==> config.mk <==
export PLATFORM = sky130hd
export DESIGN_NAME = ssds_ctrl
export DESIGN_NICKNAME = d
export VERILOG_FILES = /design/src/hdl/ssds_pkg.sv /design/src/hdl/ssds_ctrl.sv
export SDC_FILE = /design/constraint.sdc
export NUM_CORES = 1
export LEC_CHECK = 0
export ABC_CLOCK_PERIOD_IN_PS = 2800
export BUFFER_PORTS_ARGS = -buffer_cell sky130_fd_sc_hd__clkbuf_2
export CORE_AREA = 2 2 39 41
export DETAILED_ROUTE_END_ITERATION = 12
export DIE_AREA = 0 0 41 43
export SLEW_MARGIN = 20
export SYNTH_ARGS = -nofsm -noshare
export SYNTH_HDL_FRONTEND = slang
export SYNTH_SLANG_ARGS = --single-unit
export TNS_END_PERCENT = 100
==> constraint.sdc <==
create_clock -name i_clk -period 2.8 [get_ports i_clk]
set_clock_uncertainty 0.2 [all_clocks]
set_input_delay 0.14 -clock i_clk [delete_from_list [all_inputs] [get_ports i_clk]]
set_output_delay 0.14 -clock i_clk [all_outputs]
set_load 0.01 [all_outputs]
==> src/hdl/ssds_pkg.sv <==
package ssds_pkg;

    // Display geometry and input width
    localparam int DIGIT_POSITIONS = 8;
    localparam int VALUE_WIDTH     = 16;

    localparam int SEL_WIDTH = 8;
    localparam int SEG_WIDTH = 7;
    localparam int POS_WIDTH = 3;

    // Divide by ten: q = (x * ceil(2^(W+4)/10)) >> (W+4), exact for any W-bit x
    localparam int RECIP_SHIFT = VALUE_WIDTH + 4;
    localparam int PROD_WIDTH  = 2 * VALUE_WIDTH + 1;
    localparam int QUOT_WIDTH  = VALUE_WIDTH - 3;
    localparam logic [VALUE_WIDTH:0] DIV10_RECIP =
        (VALUE_WIDTH + 1)'(((64'd1 << RECIP_SHIFT) + 64'd9) / 64'd10);

    localparam logic [POS_WIDTH-1:0] LAST_POS = POS_WIDTH'(DIGIT_POSITIONS - 1);

    typedef enum logic [1:0] {
        ST_IDLE,
        ST_MUL,
        ST_EMIT
    } t_state;

    typedef struct packed {
        logic load;
        logic mul;
        logic emit;
    } t_dp_cmd;

    typedef struct packed {
        logic out_free;
        logic last;
    } t_dp_status;

    function automatic logic [SEG_WIDTH-1:0] seg_pattern(input logic [3:0] digit);
        logic [SEG_WIDTH-1:0] seg;
        case (digit)
            4'd0:    seg = 7'h3f;
            4'd1:    seg = 7'h06;
            4'd2:    seg = 7'h5b;
            4'd3:    seg = 7'h4f;
            4'd4:    seg = 7'h66;
            4'd5:    seg = 7'h6d;
            4'd6:    seg = 7'h7d;
            4'd7:    seg = 7'h07;
            4'd8:    seg = 7'h7f;
            4'd9:    seg = 7'h6f;
            default: seg = 7'h00;
        endcase
        return seg;
    endfunction

endpackage

==> src/hdl/ssds_ctrl.sv <==
module ssds_ctrl
    import ssds_pkg::*;
(
    input  logic       i_clk,
    input  logic       i_rst_n,
    input  logic       i_in_valid,
    output logic       o_in_ready,
    input  t_dp_status i_status,
    output t_dp_cmd    o_cmd
);

    t_state r_state;
    t_state n_state;

    always_ff @(posedge i_clk) begin
        if (!i_rst_n) begin
            r_state <= ST_IDLE;
        end else begin
            r_state <= n_state;
        end
    end

    always_comb begin
        n_state = r_state;
        case (r_state)
            ST_IDLE: begin
                if (i_in_valid) begin
                    n_state = ST_MUL;
                end
            end
            ST_MUL: begin
                n_state = ST_EMIT;
            end
            ST_EMIT: begin
                if (i_status.out_free) begin
                    n_state = i_status.last ? ST_IDLE : ST_MUL;
                end
            end
            default: begin
                n_state = ST_IDLE;
            end
        endcase
    end

    always_comb begin
        o_in_ready = 1'b0;
        o_cmd      = '0;
        case (r_state)
            ST_IDLE: begin
                o_in_ready = 1'b1;
                o_cmd.load = i_in_valid;
            end
            ST_MUL: begin
                o_cmd.mul = 1'b1;
            end
            ST_EMIT: begin
                // hold the digit until the output register can take it
                o_cmd.emit = i_status.out_free;
            end
            default: begin
                o_in_ready = 1'b0;
            end
        endcase
    end

endmodule

* Word level (Yosys, flattened, before mapping)
Cells that the tools add are included.
W data, S select, Z words.
** Cells by class
- Multiplexer cells :: 8
- Reduce and logical (&&, ||, !) cells :: 2
- Equality and inequality tests :: 4
** Operators by type and width (count)
- $pmux W2 S3 :: 1
- $mux W1 :: 5
- $mux W2 :: 2
- $ne A2 B2 Y1 const B :: 2
- $eq A2 B1 Y1 const B :: 1
- $eq A2 B2 Y1 const B :: 1
- $logic_not A2 Y1 :: 1
- $reduce_and A2 Y1 :: 1
** Storage, ports and cells
- Flip-flop bits (word level) :: 2
- Output and inout port bits :: 4
- Logic and storage cells :: 15

* Depth between registers and ports, before layout
- Depth in word-level cells :: 3
- Depth in mapped cells :: 2
- Gate-level depth less buffers :: 2

* Worst setup path after synthesis
Ideal clock, no wire load.
- Kind :: reg2out
- Start point :: reg r_state[1]
- End point :: out o_cmd[2] (netlist name)
- Arrival time :: 735 ps
- Path slack :: 1725 ps
- Cell stages (with the launch flop) :: 3
- Path buffers :: 0
- Cells stage by stage :: dfxtp_1 > nor2_1 > and2_1
** RTL lines
- from (decl) :: RTL line ssds_ctrl.sv:12 : t_state r_state;
- from (signal assigned) :: RTL line ssds_ctrl.sv:19 : r_state <= n_state;
- to (decl) :: RTL line ssds_ctrl.sv:9 : output t_dp_cmd o_cmd

* Final worst setup path
- Start point :: in i_in_valid
- End point :: reg r_state[0]
** Between the ends
- Cells in the longest elaborated chain, start to end :: 2
** Ends and longest elaborated chain
- from (decl) :: RTL line ssds_ctrl.sv:6 : input logic i_in_valid,
- $ne A2 B2 Y1 (no line)
- $reduce_and A2 Y1 (no line)
No other way between the ends.
A chain may end at the register's enable or synchronous reset.

==> impl_metrics.csv <==
group,metric,value,unit
synthesis,muxShareOfSynthArea,0,%
global_routing,grtUsageMet1,2.55,%
synthesis,syn_nets,18,
placed_design,gp_congestion,0.454,
route,drtAntennaViolNets,0,
power_and_ir_drop,leakagePower,0.107,nW
synthesis,synth.area.top_cells,"dfxtp_1, nand2b_1, nor3b_2",
power_and_ir_drop,ir_drop,115,uV
floorplanning,ios,9,
clocking,cts_tree,"yes",
final_layout,reg_top3,"r_state x2",
worst_setup_path,critical_path_class,"input port to flip-flop",
global_routing,grt.overflow.total,0,
synthesis,synth_largest_area_cell,"dfxtp_1",
synthesis,synth_ff_type,"dfxtp_1",
worst_setup_path,worst_ep_arrival_time,1.44,ns
clocking,cts_num_sinks,2,
synthesis,yosys_warnings,0,
synthesis,ys_seq_area_share,33.3,%
sta,fin_crit_sh,54.9,%
synthesis,synth_edf_count,0,
global_routing,grt_max_degree,7,
final_layout,fin_nets,33,
worst_setup_path,worst-path-buf-inv,3,
route,drcViolationCount,0,
route,drt_iter0_drc,0,
synthesis,synth_top_area_share,33.3,%
floorplanning,num_rows,14,
floorplanning,core_area,1380,um^2
floorplanning,die_w,41,um
clocking,htree_levels,1,
floorplanning,fp.dieArea,1760,um^2
final_layout,final_cells,42,
synthesis,synth_compound_area_share,10.4,%
route,drt_wl_total,271,um
sta,fmax,651,MHz
clocking,numCtsBuffers,3,
sta,slew_headroom,88.5,%
final_layout,num_antenna_cells,0,
worst_setup_path,cp_slowest_stage_delay,0.55,ns
synthesis,async_reset_ff_share,0,%
global_routing,grt_use_met2,4.38,%
worst_hold_path,hp-start,"i_status[1]",
worst_setup_path,worstPathRequired,2.70,ns
clocking,path_clk_slew,0.03,ns
worst_setup_path,r2r_start,"r_state[1]",
sta,rsz0062_at_grt,"no",
global_routing,antenna_found_initial,0,
global_routing,grt_pass1_wl,386,um
synthesis,syn_area_per_cell,9.24,um^2
sta,fin_hold_ws,0.0632,ns
sta,tightest_slew,0.172,ns
synthesis,synth_top_family_by_area,"simple AND/OR/NAND/NOR gates",
run_status,status,"completed",
worst_setup_path,cp-end-kind,"flip-flop",
final_layout,area_delta_synth_final,87.5,%
clocking,post_cts_buffers,0,
worst_setup_path,worst-path-max-fanout,2,
worst_hold_path,min_to,"r_state[1]",
global_routing,first_global_vias,97,
final_layout,largest_reg_flops,2,
placed_design,dp_cells,36,
synthesis,yosys.area_share.adder,0,%
sta,hold_viol,0,
sta,period_needed,1.54,ns
synthesis,synthSimpleGateAreaFrac,50.0,%
clocking,cts-root-buf,"clkbuf_4",
worst_setup_path,crit_chain,"dlygate4sd3_1 > clkbuf_2 > nand2b_1 > a21oi_1 > dlygate4sd3_1",
synthesis,ys_types,11,
route,routedWlPerCell,6.45,um
worst_hold_path,hold_depth,3,
synthesis,synth_xor_area_share,0,%
worst_hold_path,min_path_type,"input port to flip-flop",
clocking,cts_resized,0,
route,vias,133,
worst_setup_path,reg2reg_to,"r_state[0]",
worst_setup_path,path_common_cell,"dlygate4sd3_1",
route,dr.pass1.iters,1,
worst_setup_path,critical-path-top-delay-family,"buffers and inverters",
synthesis,synth_common_cells,"dfxtp_1, nand2b_1",
worst_setup_path,worst_setup_path_start_kind,"input port",
floorplanning,die_h,43,um
power_and_ir_drop,power.density,524,nW/um^2
sta,drv_slew,0,
worst_setup_path,crit_slowest_cell,"dlygate4sd3_1",
final_layout,drive_above_1_share,50.0,%
global_routing,top_usage_layer,"met3",
placed_design,port_buffers,8,
final_layout,largest_register,"r_state",
synthesis,synth_seq_cells,2,
worst_setup_path,r2r_cells,3,
route,viasPerCell,3.17,
worst_setup_path,rrSetupSlack,1.36,ns
job,cap_violations,0,
clocking,clock_latency,0.23,ns
clocking,cts_buffer_depth,2,
sta,setup_viol,0,
global_routing,grt_usage,4.60,%
global_routing,grtUsageMet3,7.85,%
sta,setup_ws,1.26,ns
floorplanning,start_util,8.68,%
sta,fin_setup_tns,0,ns
synthesis,syn_inst,13,
synthesis,synth_area,120,um^2
placed_design,dpl_worst_slack,1.73,ns
-- report_power, final --
| group | switching, mW | internal, mW | leakage [nW] | total (mW) |
|---|---|---|---|---|
| clock | 0.0173 | 0.0474 | 0.0138 | 0.0647 |
| sequential | 0.00235 | 0.0306 | 0.0165 | 0.0330 |
| combinational | 0.00799 | 0.0124 | 0.0769 | 0.0204 |
| total | 0.0276 | 0.0904 | 0.107 | 0.118 |
-- cell type report --
type,count,area (um^2)
Multi-Input combinational cell,10,72.6
Timing Repair Buffer,11,70.1
Tap cell,16,20.0
Clock buffer,3,22.5
Fill cell,165,1160
Sequential cell,2,40.0
-- cell usage in the layout, fill, tap and decap left out --
master,Yosys,layout
a21oi_1,1,1
and2_1,1,1
and3b_1,1,1
clkbuf_2,0,8
clkbuf_4,0,3
dfxtp_1,2,2
dlygate4sd3_1,0,3
nand2b_1,2,2
nand3b_1,1,1
nor2_1,1,1
nor2b_2,1,1
nor3b_2,1,1
o21a_1,1,1
-- worst reg2reg max path: stages, from the launching register on --
cell           delay [ns]
dfxtp_1              0.39
nand3b_1             0.10
a21oi_1              0.14
dlygate4sd3_1        0.55
-- metrics by stage --
| step | instance area [um^2] | util [%] | power [mW] |
|---|---|---|---|
| after CTS | 225 | 16.3 | 0.123 |
| after global placement | 173 | 12.5 | 0.0504 |
| after global routing | 225 | 16.3 | 0.135 |
| final | 225 | 16.3 | 0.118 |
| after detailed placement | 173 | 12.5 | 0.0505 |
| after floorplan | 120 | - | 0.0436 |
-- per-layer routing --
metal | wire, um | up-vias | share of wire, %
li1 | - | 69 | -
met5 | 0 | - | 0
met4 | 0 | 0 | 0
met3 | 40 | 0 | 15
met1 | 113 | 56 | 42
met2 | 118 | 8 | 44
-- how the worst max path moves through the flow --
stage,from,slack [ns],to,depth (start not counted)
3_3_place_gp,r_state[1],1.73,o_cmd[2],3
3_5_place_dp,r_state[1],1.73,o_cmd[2],3
5_1_grt,i_in_valid,1.21,r_state[0],5
6_report,i_in_valid,1.26,r_state[0],5
2_1_floorplan,r_state[1],1.72,o_cmd[2],2
4_1_cts,i_in_valid,1.26,r_state[0],5
-- cells by family (layout without fill, tap and decap cells) --
logic type / after synthesis / after routing
AOI/OAI and AO/OA: 2 / 2
DFF: 2 / 2
and+or+nand+nor: 8 / 8
buffers and inverters: 1 / 14
-- what timing repair did --
item                                    in CTS  in global routing
hold endpoints to repair                     2                  0
endpoints found under the setup margin       0                  0
hold buffers                                 3                  0
No activity file was read; power rests on OpenSTA's default activity.
