==> src/hdl/ssds_pkg.sv <==
package ssds_pkg;

    // Display geometry and input width
    localparam int DIGIT_POSITIONS = 8;
    localparam int VALUE_WIDTH     = 16;

    localparam int SEL_WIDTH = 8;
    localparam int SEG_WIDTH = 7;
    localparam int POS_WIDTH = 3;

    // Divide by ten: q = (x * ceil(2^(W+4)/10)) >> (W+4), exact for any W-bit x
    localparam int RECIP_SHIFT = VALUE_WIDTH + 4;
    localparam int PROD_WIDTH  = 2 * VALUE_WIDTH + 1;
    localparam int QUOT_WIDTH  = VALUE_WIDTH - 3;
    localparam logic [VALUE_WIDTH:0] DIV10_RECIP =
        (VALUE_WIDTH + 1)'(((64'd1 << RECIP_SHIFT) + 64'd9) / 64'd10);

    localparam logic [POS_WIDTH-1:0] LAST_POS = POS_WIDTH'(DIGIT_POSITIONS - 1);

    typedef enum logic [1:0] {
        ST_IDLE,
        ST_MUL,
        ST_EMIT
    } t_state;

    typedef struct packed {
        logic load;
        logic mul;
        logic emit;
    } t_dp_cmd;

    typedef struct packed {
        logic out_free;
        logic last;
    } t_dp_status;

    function automatic logic [SEG_WIDTH-1:0] seg_pattern(input logic [3:0] digit);
        logic [SEG_WIDTH-1:0] seg;
        case (digit)
            4'd0:    seg = 7'h3f;
            4'd1:    seg = 7'h06;
            4'd2:    seg = 7'h5b;
            4'd3:    seg = 7'h4f;
            4'd4:    seg = 7'h66;
            4'd5:    seg = 7'h6d;
            4'd6:    seg = 7'h7d;
            4'd7:    seg = 7'h07;
            4'd8:    seg = 7'h7f;
            4'd9:    seg = 7'h6f;
            default: seg = 7'h00;
        endcase
        return seg;
    endfunction

endpackage

==> src/hdl/ssds_datapath.sv <==
module ssds_datapath
    import ssds_pkg::*;
(
    input  logic                   i_clk,
    input  logic                   i_rst_n,
    input  logic [VALUE_WIDTH-1:0] i_value,
    input  t_dp_cmd                i_cmd,
    output t_dp_status             o_status,
    output logic                   o_out_valid,
    input  logic                   i_out_ready,
    output logic [SEL_WIDTH-1:0]   o_digit_select,
    output logic [SEG_WIDTH-1:0]   o_segments,
    output logic                   o_last_digit
);

    logic [VALUE_WIDTH-1:0] r_rest;
    logic [PROD_WIDTH-1:0]  r_prod;
    logic [POS_WIDTH-1:0]   r_pos;
    logic                   r_out_valid;
    logic [SEL_WIDTH-1:0]   r_sel;
    logic [SEG_WIDTH-1:0]   r_seg;
    logic                   r_last;

    logic [QUOT_WIDTH-1:0]  quot;
    logic [VALUE_WIDTH-1:0] quot_x10;
    logic [VALUE_WIDTH-1:0] rem_full;
    logic [3:0]             digit;
    logic                   last;

    assign quot     = r_prod[RECIP_SHIFT +: QUOT_WIDTH];
    assign quot_x10 = VALUE_WIDTH'({quot, 3'b000}) + VALUE_WIDTH'({quot, 1'b0});
    assign rem_full = r_rest - quot_x10;
    assign digit    = rem_full[3:0];
    assign last     = (quot == '0) || (r_pos == LAST_POS);

    assign o_status.out_free = !r_out_valid || i_out_ready;
    assign o_status.last     = last;

    always_ff @(posedge i_clk) begin
        if (i_cmd.load) begin
            r_rest <= i_value;
            r_pos  <= '0;
        end else if (i_cmd.emit) begin
            r_rest <= VALUE_WIDTH'(quot);
            r_pos  <= r_pos + POS_WIDTH'(1);
        end
        if (i_cmd.mul) begin
            r_prod <= PROD_WIDTH'(r_rest) * PROD_WIDTH'(DIV10_RECIP);
        end
        if (i_cmd.emit) begin
            r_sel  <= SEL_WIDTH'(1) << r_pos;
            r_seg  <= seg_pattern(digit);
            r_last <= last;
        end
    end

    always_ff @(posedge i_clk) begin
        if (!i_rst_n) begin
            r_out_valid <= 1'b0;
        end else if (i_cmd.emit) begin
            r_out_valid <= 1'b1;
        end else if (i_out_ready) begin
            r_out_valid <= 1'b0;
        end
    end

    assign o_out_valid    = r_out_valid;
    assign o_digit_select = r_sel;
    assign o_segments     = r_seg;
    assign o_last_digit   = r_last;

endmodule

==> config.mk <==
export PLATFORM = sky130hd
export DESIGN_NAME = ssds_datapath
export DESIGN_NICKNAME = d
export VERILOG_FILES = /design/src/hdl/ssds_pkg.sv /design/src/hdl/ssds_datapath.sv
export SDC_FILE = /design/constraint.sdc
export NUM_CORES = 1
export LEC_CHECK = 0
export ABC_AREA = 1
export BUFFER_PORTS_ARGS = -buffer_cell sky130_fd_sc_hd__buf_4
export CAP_MARGIN = 25
export CORE_UTILIZATION = 43
export CTS_CLUSTER_DIAMETER = 120
export DETAILED_ROUTE_END_ITERATION = 12
export GPL_TIMING_DRIVEN = 0
export PLACE_DENSITY = 0.56
export RECOVER_POWER = 25
export SLEW_MARGIN = 25
export SYNTH_ARGS = -nofsm -noshare
export SYNTH_HDL_FRONTEND = slang
export SYNTH_SLANG_ARGS = --single-unit
==> constraint.sdc <==
create_clock -name i_clk -period 6.7 [get_ports i_clk]
set_input_delay 0.335 -clock i_clk [delete_from_list [all_inputs] [get_ports i_clk]]
set_output_delay 0.335 -clock i_clk [all_outputs]
set_load 0.01 [all_outputs]
### After elaboration in Yosys (flattened, before gate mapping)

Memory sizes are Yosys's and may differ from the RTL's. A register that Yosys moved wholly into a read port is not among the register bits.
Cells that the tools add are included.
Widths: inputs -> output; s select.

| cells by class | value |
|---|---|
| shifts and indexed selects | 1 |
| muxes and demuxes | 4 |
| $mul | 1 |
| $add $sub $neg | 3 |
| eq/ne operators | 1 |
| reductions and logical operators | 6 |

Operators with widths:

| operator | number |
|---|---|
| $mul 16x16->32 const B | 1 |
| $mux 16 | 2 |
| $logic_not 13->1 | 1 |
| $shl 1x3->8 const A | 1 |
| $add 4x4->4 | 1 |
| $reduce_bool 2->1 | 2 |
| $sub 4x4->4 | 1 |
| $add 3x1->3 const B | 1 |
| $eq 3x3->1 const B | 1 |
| $logic_or 1x1->1 | 2 |
| $mux 1 | 2 |
| $logic_not 1->1 | 1 |

| word-level totals | value |
|---|---|
| memories kept | 1 |
| logic and storage cells | 23 |
| register bits | 61 |
| output and inout port bits | 19 |
| ROM bits | 112 |

Memories:

| name | words | width | rd ports | clocked after memory_dff | write ports | RTL line | text |
|---|---|---|---|---|---|---|---|
| (no name shown) | 16 | 7 | 1 | 1 | 0 | ssds_pkg.sv:39 | `case (digit)` |

### Logic depth before layout (Yosys ltp)

Gate-level depths: netlist of the first run.

| logic depth | value |
|---|---|
| word-level depth | 2 |
| gate-level depth with buffers | 23 |

### Worst setup path before layout of the first run

Ideal clock, no wire load.

| timing | value |
|---|---|
| kind | reg-to-reg |
| start point | reg r_rest[4] |
| end point | reg r_prod[22], data pin |
| path slack | 1.861 ns |
| period minus slack after synthesis | 4.839 ns |
| cell stages (with the launch flop) | 21 |
| arrival | 4.582 ns |
| required time | 6.444 ns |
| cell sequence | edfxtp_1 ha_1 xor2_1 ha_1 fa_1 inv_1 fa_1 inv_1 fa_1 inv_1 fa_1 inv_1 ha_1 nand2_2 nor2_2 inv_2 nor2_2 a21boi_2 nor2_1 nand2_1 nand2_1 |

| on the way | value |
|---|---|
| word-level cells in the longest chain between the ends | 1 |

RTL lines:

| what | RTL line | text |
|---|---|---|
| start, declared | ssds_datapath.sv:16 | `logic [VALUE_WIDTH-1:0] r_rest;` |
| start signal, assigned | ssds_datapath.sv:41 | `r_rest <= i_value;` |
| start signal, assigned | ssds_datapath.sv:44 | `r_rest <= VALUE_WIDTH'(quot);` |
| $mul 16x16->32 | ssds_datapath.sv:48 | `r_prod <= PROD_WIDTH'(r_rest) * PROD_WIDTH'(DIV10_RECIP);` |
| end signal, assigned | ssds_datapath.sv:48 |  |
| end, declared | ssds_datapath.sv:17 | `logic [PROD_WIDTH-1:0] r_prod;` |

No other way between the ends.
A chain may end at the register's enable or synchronous reset.

### Worst setup path in the final report of the first run

| timing | value |
|---|---|
| start point | reg r_rest[3] |
| end point | reg r_prod[25], data pin |

The elaborated chain is that of the path after synthesis.

==> results of run 1 <==
[layout by cell type, fill, tap and decap left out, types with 7 or more instances in the layout]
master,netlist,layout
nor2_2,8,8
nor2_1,38,38
fa_1,79,79
xor2_1,9,9
a21oi_1,26,26
nand2_1,167,167
edfxtp_1,45,45
ha_1,143,143
o21ai_0,20,20
mux2_2,7,7
nand3_1,22,22
nand4_1,7,7
nand2_2,10,10
inv_1,245,245
buf_4,1,38
[kinds of logic (layout without fill, tap and decap cells)]
group                    after synthesis  after routing
AND/OR/NAND/NOR                      269            269
buffers and inverters                256            303
adder cells (fa/ha/maj)              222            222
AO/OA/AOI/OAI                         63             63
flip-flops                            49             49
XOR/XNOR                              13             13
multiplexers                           7              7
[final cells by class]
cell class,count,area [µm²]
Clock buffer,6,129
Tap cell,220,275
Fill cell,1718,8630
Sequential cell,49,1430
Multi-Input combinational cell,574,5090
Clock inverter,2,13.8
Timing Repair Buffer,39,285
Buffer,5,23.8
Inverter,251,943
[routing by layer]
layer  track usage, %  share of wire [%]  vias up
met5                0                  0        -
met4             3.72                1.4        0
met3             3.51                4.9       17
met2             34.3                 46       94
met1             31.4                 48     2589
li1                 -                  -     2788
[sequential cells by signal (all words and copies together) (netlist names)]
name,cells
r_rest,16
o_digit_select,8
o_last_digit,1
r_pos,3
o_segments,7
o_out_valid,1
r_prod,13
[how the worst max path moves through the flow]
stage	cells after the start	to	slack (ns)	startpoint
global route	19	r_prod[25]	0.86	r_rest[3]
floorplan	20	r_prod[22]	1.86	r_rest[4]
finish	19	r_prod[25]	1.19	r_rest[3]
CTS	19	r_prod[25]	1.21	r_rest[3]
detailed placement	19	r_prod[25]	1.23	r_rest[3]
global placement	19	r_prod[25]	1.23	r_rest[3]
[through the flow]
stage / hold slack [ns] / utilization [%] / setup slack, ns / cell area [µm²] / std cells
after floorplan: 0.447 / - / 1.86 / 7490 / 879
after global placement: 0.490 / 47.9 / 1.23 / 8060 / 1138
after detailed placement: 0.500 / 47.9 / 1.23 / 8060 / 1138
after CTS: 0.298 / 48.7 / 1.21 / 8200 / 1146
after global routing: 0.321 / 48.7 / 0.864 / 8190 / 1146
final: 0.313 / 48.7 / 1.19 / 8190 / 1146
[worst max-delay path, cell delays in order (launching register included)]
cell and delay, ns:
edfxtp_1 0.55, ha_1 0.44, inv_1 0.08, fa_1 0.53, inv_1 0.05, fa_1 0.50
fa_1 0.51, fa_1 0.54, inv_1 0.06, fa_1 0.62, inv_1 0.06, ha_1 0.32
a21oi_1 0.24, nor2_1 0.09, o21ai_0 0.15, nand3_1 0.10, nor2_1 0.14, nand2_1 0.07
nand2_1 0.06, nand2_1 0.11
==> impl_metrics.csv, run 1 <==
group,metric,value,unit
flow_run,max_cap_violations,0,
sta,fin_crit_sh,82.2,%
min_path,hold_class,"in2reg",
global_routing,grt_pass1_wl,29100,µm
finish,nets,1169,
yosys,synthArstFlopShare,0,%
yosys,synth_top_area_share,23.9,%
critical_path,start_kind,"flop",
detailed_routing,route.vias.total,5488,
critical_path,reg2reg_depth,19,
clock_network,post_cts_resized,0,
placed_design,place.gp.congestion,0.889,
critical_path,crit_type,"reg2reg",
placed_design,hpwlAfterDp,15900,µm
die,die-height,134,µm
finish,antenna_cells,0,
clock_network,cts_htree_levels,2,
yosys,synth-main-ff-cell,"edfxtp_1",
global_routing,grt_pass1_vias,5490,
sta,rsz0062_at_grt,"false",
critical_path,regToRegSetupSlack,1.19,ns
clock_network,insertion_delay,0.29,ns
yosys,synthTopCellsByCount,"245 x inv_1, 167 x nand2_1, 143 x ha_1, 79 x fa_1, 45 x edfxtp_1",
critical_path,worstPathMaxFanout,6,
yosys,synthAdderAreaFrac,45.0,%
critical_path,r2r-end,"r_prod[25]",
global_routing,grt_max_degree,21,
clock_network,cts_sinks,49,
sta,max_freq,182,MHz
sta,setup_viol,0,
detailed_routing,drt_pass1_iterations,4,
critical_path,cp-end-kind,"flop",
die,num_rows,47,
global_routing,grt_use_total,21.7,%
yosys,ys_types,44,
die,io-pin-count,41,
yosys,yosysWarningCount,0,
yosys,yosysMostFrequentCell,"inv_1",
die,die_w,134,µm
yosys,synth_simple_gate_area_share,15.6,%
finish,drive_gt1_share,9.40,%
clock_network,cts_tree,"yes",
sta,slew_viol_final,0,
clock_network,cts_buffers,5,
die,dieArea,17900,µm²
min_path,min_from,"i_rst_n",
sta,finClkSkew,0.00462,ns
global_routing,gr-total-overflow,0,
clock_network,cts-root-buf,"clkbuf_16",
finish,area_growth,9.39,%
yosys,yosys-top-cells-area,"ha_1 24%, fa_1 21%, edfxtp_1 18%, inv_1 12%, nand2_1 8.4%",
detailed_routing,drt_first_iter_violations,299,
die,core_area,16800,µm²
clock_network,post_cts_buffers,0,
yosys,synth_top_family_by_area,"adder cells",
yosys,synth-edff-count,45,
yosys,synth_top_cell_by_area,"ha_1",
clock_network,cts_hold_buffers,0,
clock_network,clk_pin_slew,0.07,ns
yosys,syn_avg_cell_area,8.52,µm²
run_status,status,"complete, no violations",
sta,hold_violations,0,
detailed_routing,totalWireLength,17800,µm
placed_design,numPortBuffers,39,
critical_path,critPathRequiredTime,6.72,ns
critical_path,rr_startpoint,"r_rest[3]",
clock_network,clock_path_buffers,2,
yosys,synthMuxAreaShare,1.05,%
critical_path,cp.arrival,5.52,ns
sta,relSlewSlack,26.7,%
yosys,synthesis.area,7490,µm²
yosys,ys_seq_elements,49,
yosys,synth-xor-area-share,1.52,%
sta,setup-tns-final,0,ns
sta,worst-slew-pin-transition,1.10,ns
detailed_routing,drc,0,
die,initial_core_util,44.5,%
sta,period_minus_slack,5.51,ns
yosys,syn-instance-count,879,
yosys,synth_compound_area_share,4.75,%
yosys,synth-seq-area-share,19.1,%
min_path,hold_depth,2,
global_routing,antenna_found_initial,0,
detailed_routing,wire_per_inst,15.6,µm
detailed_routing,routed_via_density,4.79,
yosys,synthesis.nets,1123,
min_path,hold_end,"o_out_valid",
detailed_routing,antenna_violating_nets_post_route,0,
Power of run 1 is left out: the tool's default activity adds up to more than one toggle a clock period on the data nets, which glitch-free logic cannot reach.
==> inputs of run 2 (changes only) <==
==> constraint.sdc (replaced) <==
create_clock -name i_clk -period 5.3 [get_ports i_clk]
set_input_delay 0.265 -clock i_clk [delete_from_list [all_inputs] [get_ports i_clk]]
set_output_delay 0.265 -clock i_clk [all_outputs]
set_load 0.01 [all_outputs]
==> run 2 against run 1 <==
- worst setup slack got worse by 1.0 ns
- utilization increased by 2.7 points
- cell area increased by 5.6%
- critical path depth increased by 1
- worst hold slack got worse by 0.071 ns
- non-clock buffer count increased by 34
- sequential share of layout area decreased by 0.93 points
- die area unchanged
- largest cell class unchanged
==> impl_metrics.csv, run 2 (synthesis results as in run 1) <==
group,metric,value,unit
run_status,status,"complete, no violations",
die,dieArea,17900,µm²
finish,final_common_cell,"inv_1",
detailed_routing,wire_per_inst,15.6,µm
critical_path,regToRegSetupSlack,0.18,ns
critical_path,cp.arrival,5.15,ns
die,die_w,134,µm
global_routing,antenna_found_initial,0,
detailed_routing,antenna_violating_nets_post_route,0,
finish,largest_reg_flops,16,
clock_network,insertion_delay,0.29,ns
placed_design,numPortBuffers,39,
detailed_routing,routed_via_density,4.78,
clock_network,cts_sinks,49,
clock_network,cts_buffers,5,
placed_design,placedCellCount,1138,
clock_network,clk_pin_slew,0.07,ns
finish,antenna_cells,0,
min_path,hold_depth,2,
clock_network,clock_path_buffers,2,
detailed_routing,drt_pass1_iterations,4,
sta,fin_ws,0.182,ns
critical_path,slowest_stage,"fa_2",
sta,worst-slew-pin-transition,1.08,ns
clock_network,cts_tree,"yes",
sta,setup-tns-final,0,ns
detailed_routing,route.vias.total,5637,
critical_path,cpMostUsedCell,"inv_1",
detailed_routing,totalWireLength,18400,µm
min_path,hold_class,"in2reg",
sta,rsz0062_at_grt,"true",
sta,slew_viol_final,0,
min_path,min_from,"i_rst_n",
sta,hold_violations,0,
global_routing,grt_use_total,22.0,%
finish,drive_gt1_share,15.4,%
finish,final_cells,1180,
global_routing,grt_pass1_wl,29500,µm
critical_path,rr_startpoint,"r_rest[2]",
clock_network,cts_hold_buffers,0,
finish,area_growth,15.5,%
clock_network,cts-root-buf,"clkbuf_16",
critical_path,path_delay_family,"adder cells",
sta,relSlewSlack,28.3,%
die,num_rows,47,
sta,whs,0.243,ns
clock_network,cts_htree_levels,2,
detailed_routing,drc,0,
critical_path,reg2reg_depth,20,
placed_design,place.gp.congestion,0.889,
detailed_routing,drt_first_iter_violations,305,
critical_path,worstPathMaxFanout,3,
global_routing,grt_pass1_vias,5575,
critical_path,critPathRequiredTime,5.33,ns
critical_path,cp_slowest_stage_delay,0.57,ns
die,initial_core_util,44.5,%
min_path,hold_end,"o_out_valid",
sta,fin_crit_sh,96.6,%
critical_path,crit_chain,"ha_4 -> inv_1 -> fa_1 -> inv_1 -> fa_1 -> fa_1 -> fa_1 -> inv_1 -> fa_2 -> inv_1 -> ha_4 -> nand2_1 -> inv_1 -> nand2_1 -> nand2_1 -> nand2_1 -> nand3_2 -> inv_1 -> nand3_2 -> xor2_1",
sta,setup_viol,0,
critical_path,worst-path-buf-inv,6,
critical_path,r2r-end,"r_prod[24]",
critical_path,crit_type,"reg2reg",
placed_design,dp_slack,-0.169,ns
global_routing,grt_max_degree,21,
finish,mostFrequentLayoutCells,"245 x inv_1, 165 x nand2_1, 130 x ha_1",
sta,max_freq,195,MHz
critical_path,cp-end-kind,"flop",
sta,finClkSkew,0.00614,ns
die,core_area,16800,µm²
die,die-height,134,µm
flow_run,max_cap_violations,0,
placed_design,hpwlAfterDp,15900,µm
die,io-pin-count,41,
finish,regMostFlops,"r_rest",
sta,period_minus_slack,5.12,ns
global_routing,gr-total-overflow,0,
critical_path,start_kind,"flop",
finish,nets,1203,
## run 2: cell types whose count changed in the layout (fill, tap and decap cells not counted), moves of 3 or more
cell | before | now
buf_4 | 38 | 72
ha_1 | 143 | 130
ha_4 | 0 | 9
a21oi_1 | 26 | 19
a21oi_2 | 1 | 6
ha_2 | 0 | 4
nor2_1 | 38 | 35
nor2_2 | 8 | 11
## run 2: worst max path at each step
stage / start / endpoint / slack, ns / cells after the start
floorplan: r_rest[4] / r_prod[22] / 0.46 / 20
global placement: r_rest[3] / r_prod[25] / -0.17 / 19
detailed placement: r_rest[3] / r_prod[25] / -0.17 / 19
CTS: r_rest[4] / r_prod[31] / -0.02 / 17
global route: r_rest[7] / r_prod[24] / -0.01 / 21
finish: r_rest[2] / r_prod[24] / 0.18 / 20
## run 2: through the flow
step	util [%]	area [µm²]
after detailed placement	47.9	8060
after CTS	49.4	8310
after global routing	51.4	8650
after floorplan	-	7490
final	51.4	8650
after global placement	47.9	8060
## run 2: timing repair
item | 4_1_cts | 5_1_grt
endpoints found under the setup margin | 13 | 13
resized for setup | 5 | 32
pin swaps | 0 | 12
setup buffers | 12 | 22
## run 2: final cells by class
cell class                      count  area (µm²)
Clock buffer                        6         129
Buffer                              5        23.8
Tap cell                          220         275
Sequential cell                    49        1430
Multi-Input combinational cell    574        5290
Clock inverter                      2        13.8
Timing Repair Buffer               73         541
Fill cell                        1663        8170
Inverter                          251         943
## run 2: per-layer routing
metal | wire (µm) | vias to the layer above | global-route usage (%) | part of all wire, %
met5 | 0 | - | 0 | 0
met4 | 447 | 0 | 5.87 | 2.4
met3 | 803 | 20 | 3.21 | 4.4
met2 | 8460 | 102 | 34.4 | 46
met1 | 8710 | 2657 | 31.8 | 47
li1 | - | 2858 | - | -
## run 2: worst reg2reg max path, delay by kind of cell (launching register included)
family / cells / cell delay (ns)
simple gates: 6 / 0.51
buf+inv: 6 / 0.39
fa+ha+maj: 7 / 3.23
xor+xnor: 1 / 0.17
flops: 1 / 0.53
Power of run 2 is left out for the same reason.
==> inputs of run 3 (changes only) <==
--- a/config.mk
+++ b/config.mk
@@ -12,7 +12,8 @@
 export CTS_CLUSTER_DIAMETER = 120
 export DETAILED_ROUTE_END_ITERATION = 12
 export GPL_TIMING_DRIVEN = 0
-export PLACE_DENSITY = 0.56
+export MAX_ROUTING_LAYER = met4
+export PLACE_DENSITY = 0.6
 export RECOVER_POWER = 25
 export SLEW_MARGIN = 25
 export SYNTH_ARGS = -nofsm -noshare
==> run 3 against run 2 <==
- utilization down 0.53 points
- sequential share of layout area up 0.17 points
- worst setup slack worse by 0.031 ns
- worst hold slack worse by 0.013 ns
- critical endpoint is now r_prod[25]
==> impl_metrics.csv, run 3 (synthesis results as in run 1) <==
group,metric,value,unit
run_status,status,"complete, no violations",
sta,worst-slew-pin-transition,1.09,ns
global_routing,grt_max_degree,21,
sta,slew_viol_final,0,
placed_design,numPortBuffers,39,
clock_network,clock_path_buffers,2,
detailed_routing,drt_first_iter_violations,213,
placed_design,place.gp.congestion,0.919,
critical_path,regToRegSetupSlack,0.15,ns
die,core_area,16800,µm²
sta,max_freq,194,MHz
critical_path,cp.arrival,5.17,ns
finish,mostFrequentLayoutCells,"244 x inv_1, 164 x nand2_1, 132 x ha_1",
critical_path,slowest_stage,"fa_1",
finish,post-route-util,50.9,%
flow_run,max_cap_violations,0,
global_routing,grt_pass1_vias,5502,
die,die-height,134,µm
sta,period_minus_slack,5.15,ns
detailed_routing,route.vias.total,5560,
critical_path,worst-path-buf-inv,4,
finish,regMostFlops,"r_rest",
clock_network,cts_buffers,5,
critical_path,start_kind,"flop",
detailed_routing,wire_per_inst,15.1,µm
global_routing,grt_use_total,21.6,%
clock_network,clk_pin_slew,0.07,ns
sta,fin_crit_sh,97.1,%
clock_network,cts_htree_levels,2,
critical_path,critPathRequiredTime,5.33,ns
die,dieArea,17900,µm²
global_routing,antenna_found_initial,0,
finish,largest_reg_flops,16,
clock_network,cts_tree,"yes",
critical_path,crit_chain,"ha_4 -> inv_1 -> fa_1 -> inv_1 -> fa_1 -> fa_1 -> fa_1 -> inv_1 -> fa_1 -> inv_1 -> ha_4 -> nand2_2 -> nor3_4 -> nand2_1 -> nor2_1 -> nor2_1 -> nand3_1 -> nand2_1",
sta,setup_viol,0,
finish,final_cells,1171,
clock_network,cts_sinks,49,
placed_design,hpwlAfterDp,15400,µm
sta,finClkSkew,0.00566,ns
die,die_w,134,µm
detailed_routing,drc,0,
critical_path,cp-end-kind,"flop",
clock_network,cts_hold_buffers,0,
finish,antenna_cells,0,
die,io-pin-count,41,
die,initial_core_util,44.5,%
sta,rsz0062_at_grt,"true",
critical_path,cpMostUsedCell,"fa_1",
placed_design,placedCellCount,1138,
finish,final_common_cell,"inv_1",
sta,relSlewSlack,27.1,%
global_routing,gr-total-overflow,0,
min_path,hold_class,"in2reg",
finish,drive_gt1_share,14.1,%
detailed_routing,totalWireLength,17700,µm
critical_path,path_delay_family,"adder cells",
global_routing,grt_pass1_wl,28300,µm
clock_network,cts-root-buf,"clkbuf_16",
detailed_routing,antenna_violating_nets_post_route,0,
sta,hold_violations,0,
critical_path,cp_slowest_stage_delay,0.56,ns
clock_network,insertion_delay,0.29,ns
critical_path,worstPathMaxFanout,4,
detailed_routing,routed_via_density,4.75,
die,num_rows,47,
finish,area_growth,14.3,%
detailed_routing,drt_pass1_iterations,4,
finish,nets,1194,
critical_path,crit_type,"reg2reg",
run 3: stage by stage:
stage | hold WS (ns) | setup TNS, ns | setup slack, ns | area [µm²]
2_1_floorplan | 0.377 | 0 | 0.461 | 7490
3_3_place_gp | 0.492 | -0.269 | -0.0703 | 8060
3_5_place_dp | 0.502 | -0.300 | -0.0623 | 8060
4_1_cts | 0.225 | 0 | 0.00517 | 8290
5_1_grt | 0.233 | -0.135 | -0.0668 | 8560
6_report | 0.230 | 0 | 0.151 | 8560
run 3: cell type report:
class                   instances  area (µm²)
multi-input cells             574        5270
plain buffers                   5        23.8
repair buffers                 64         473
clock buffers                   6         129
well taps                     220         275
fillers                      1668        8260
clock inverters                 2        10.0
flip-flops and latches         49        1430
inverters                     251         943
run 3: timing repair:
item | 4_1_cts | 5_1_grt
resized for setup | 1 | 29
setup endpoints to repair | 8 | 13
pin swaps | 0 | 11
buffers inserted | 12 | 13
run 3: per-layer routing:
metal / vias up / global-route usage (%) / wire length [µm]
met5: - / - / 0
met4: 0 / 7.01 / 617
met3: 31 / 2.72 / 562
met2: 94 / 33.0 / 7980
met1: 2587 / 29.7 / 8520
li1: 2848 / - / -
run 3: final timing paths:
| check | from | endpoint | cells past startpoint |
|---|---|---|---|
| worst max-delay path | r_rest[3] | r_prod[25] | 18 |
| worst min-delay path | i_value[13] | r_rest[13] | 3 |
| worst min register to register | o_out_valid | o_out_valid | 2 |
| worst max register to register | r_rest[3] | r_prod[25] | 18 |
run 3: worst reg2reg max path, cell delays in order, from the launching register on:
cell	delay [ns]
edfxtp_1	0.54
ha_4	0.35
inv_1	0.05
fa_1	0.54
inv_1	0.06
fa_1	0.56
fa_1	0.44
fa_1	0.54
inv_1	0.05
fa_1	0.54
inv_1	0.10
ha_4	0.30
nand2_2	0.12
nor3_4	0.23
nand2_1	0.10
nor2_1	0.10
nor2_1	0.06
nand3_1	0.07
nand2_1	0.10
Power of run 3 is left out for the same reason.
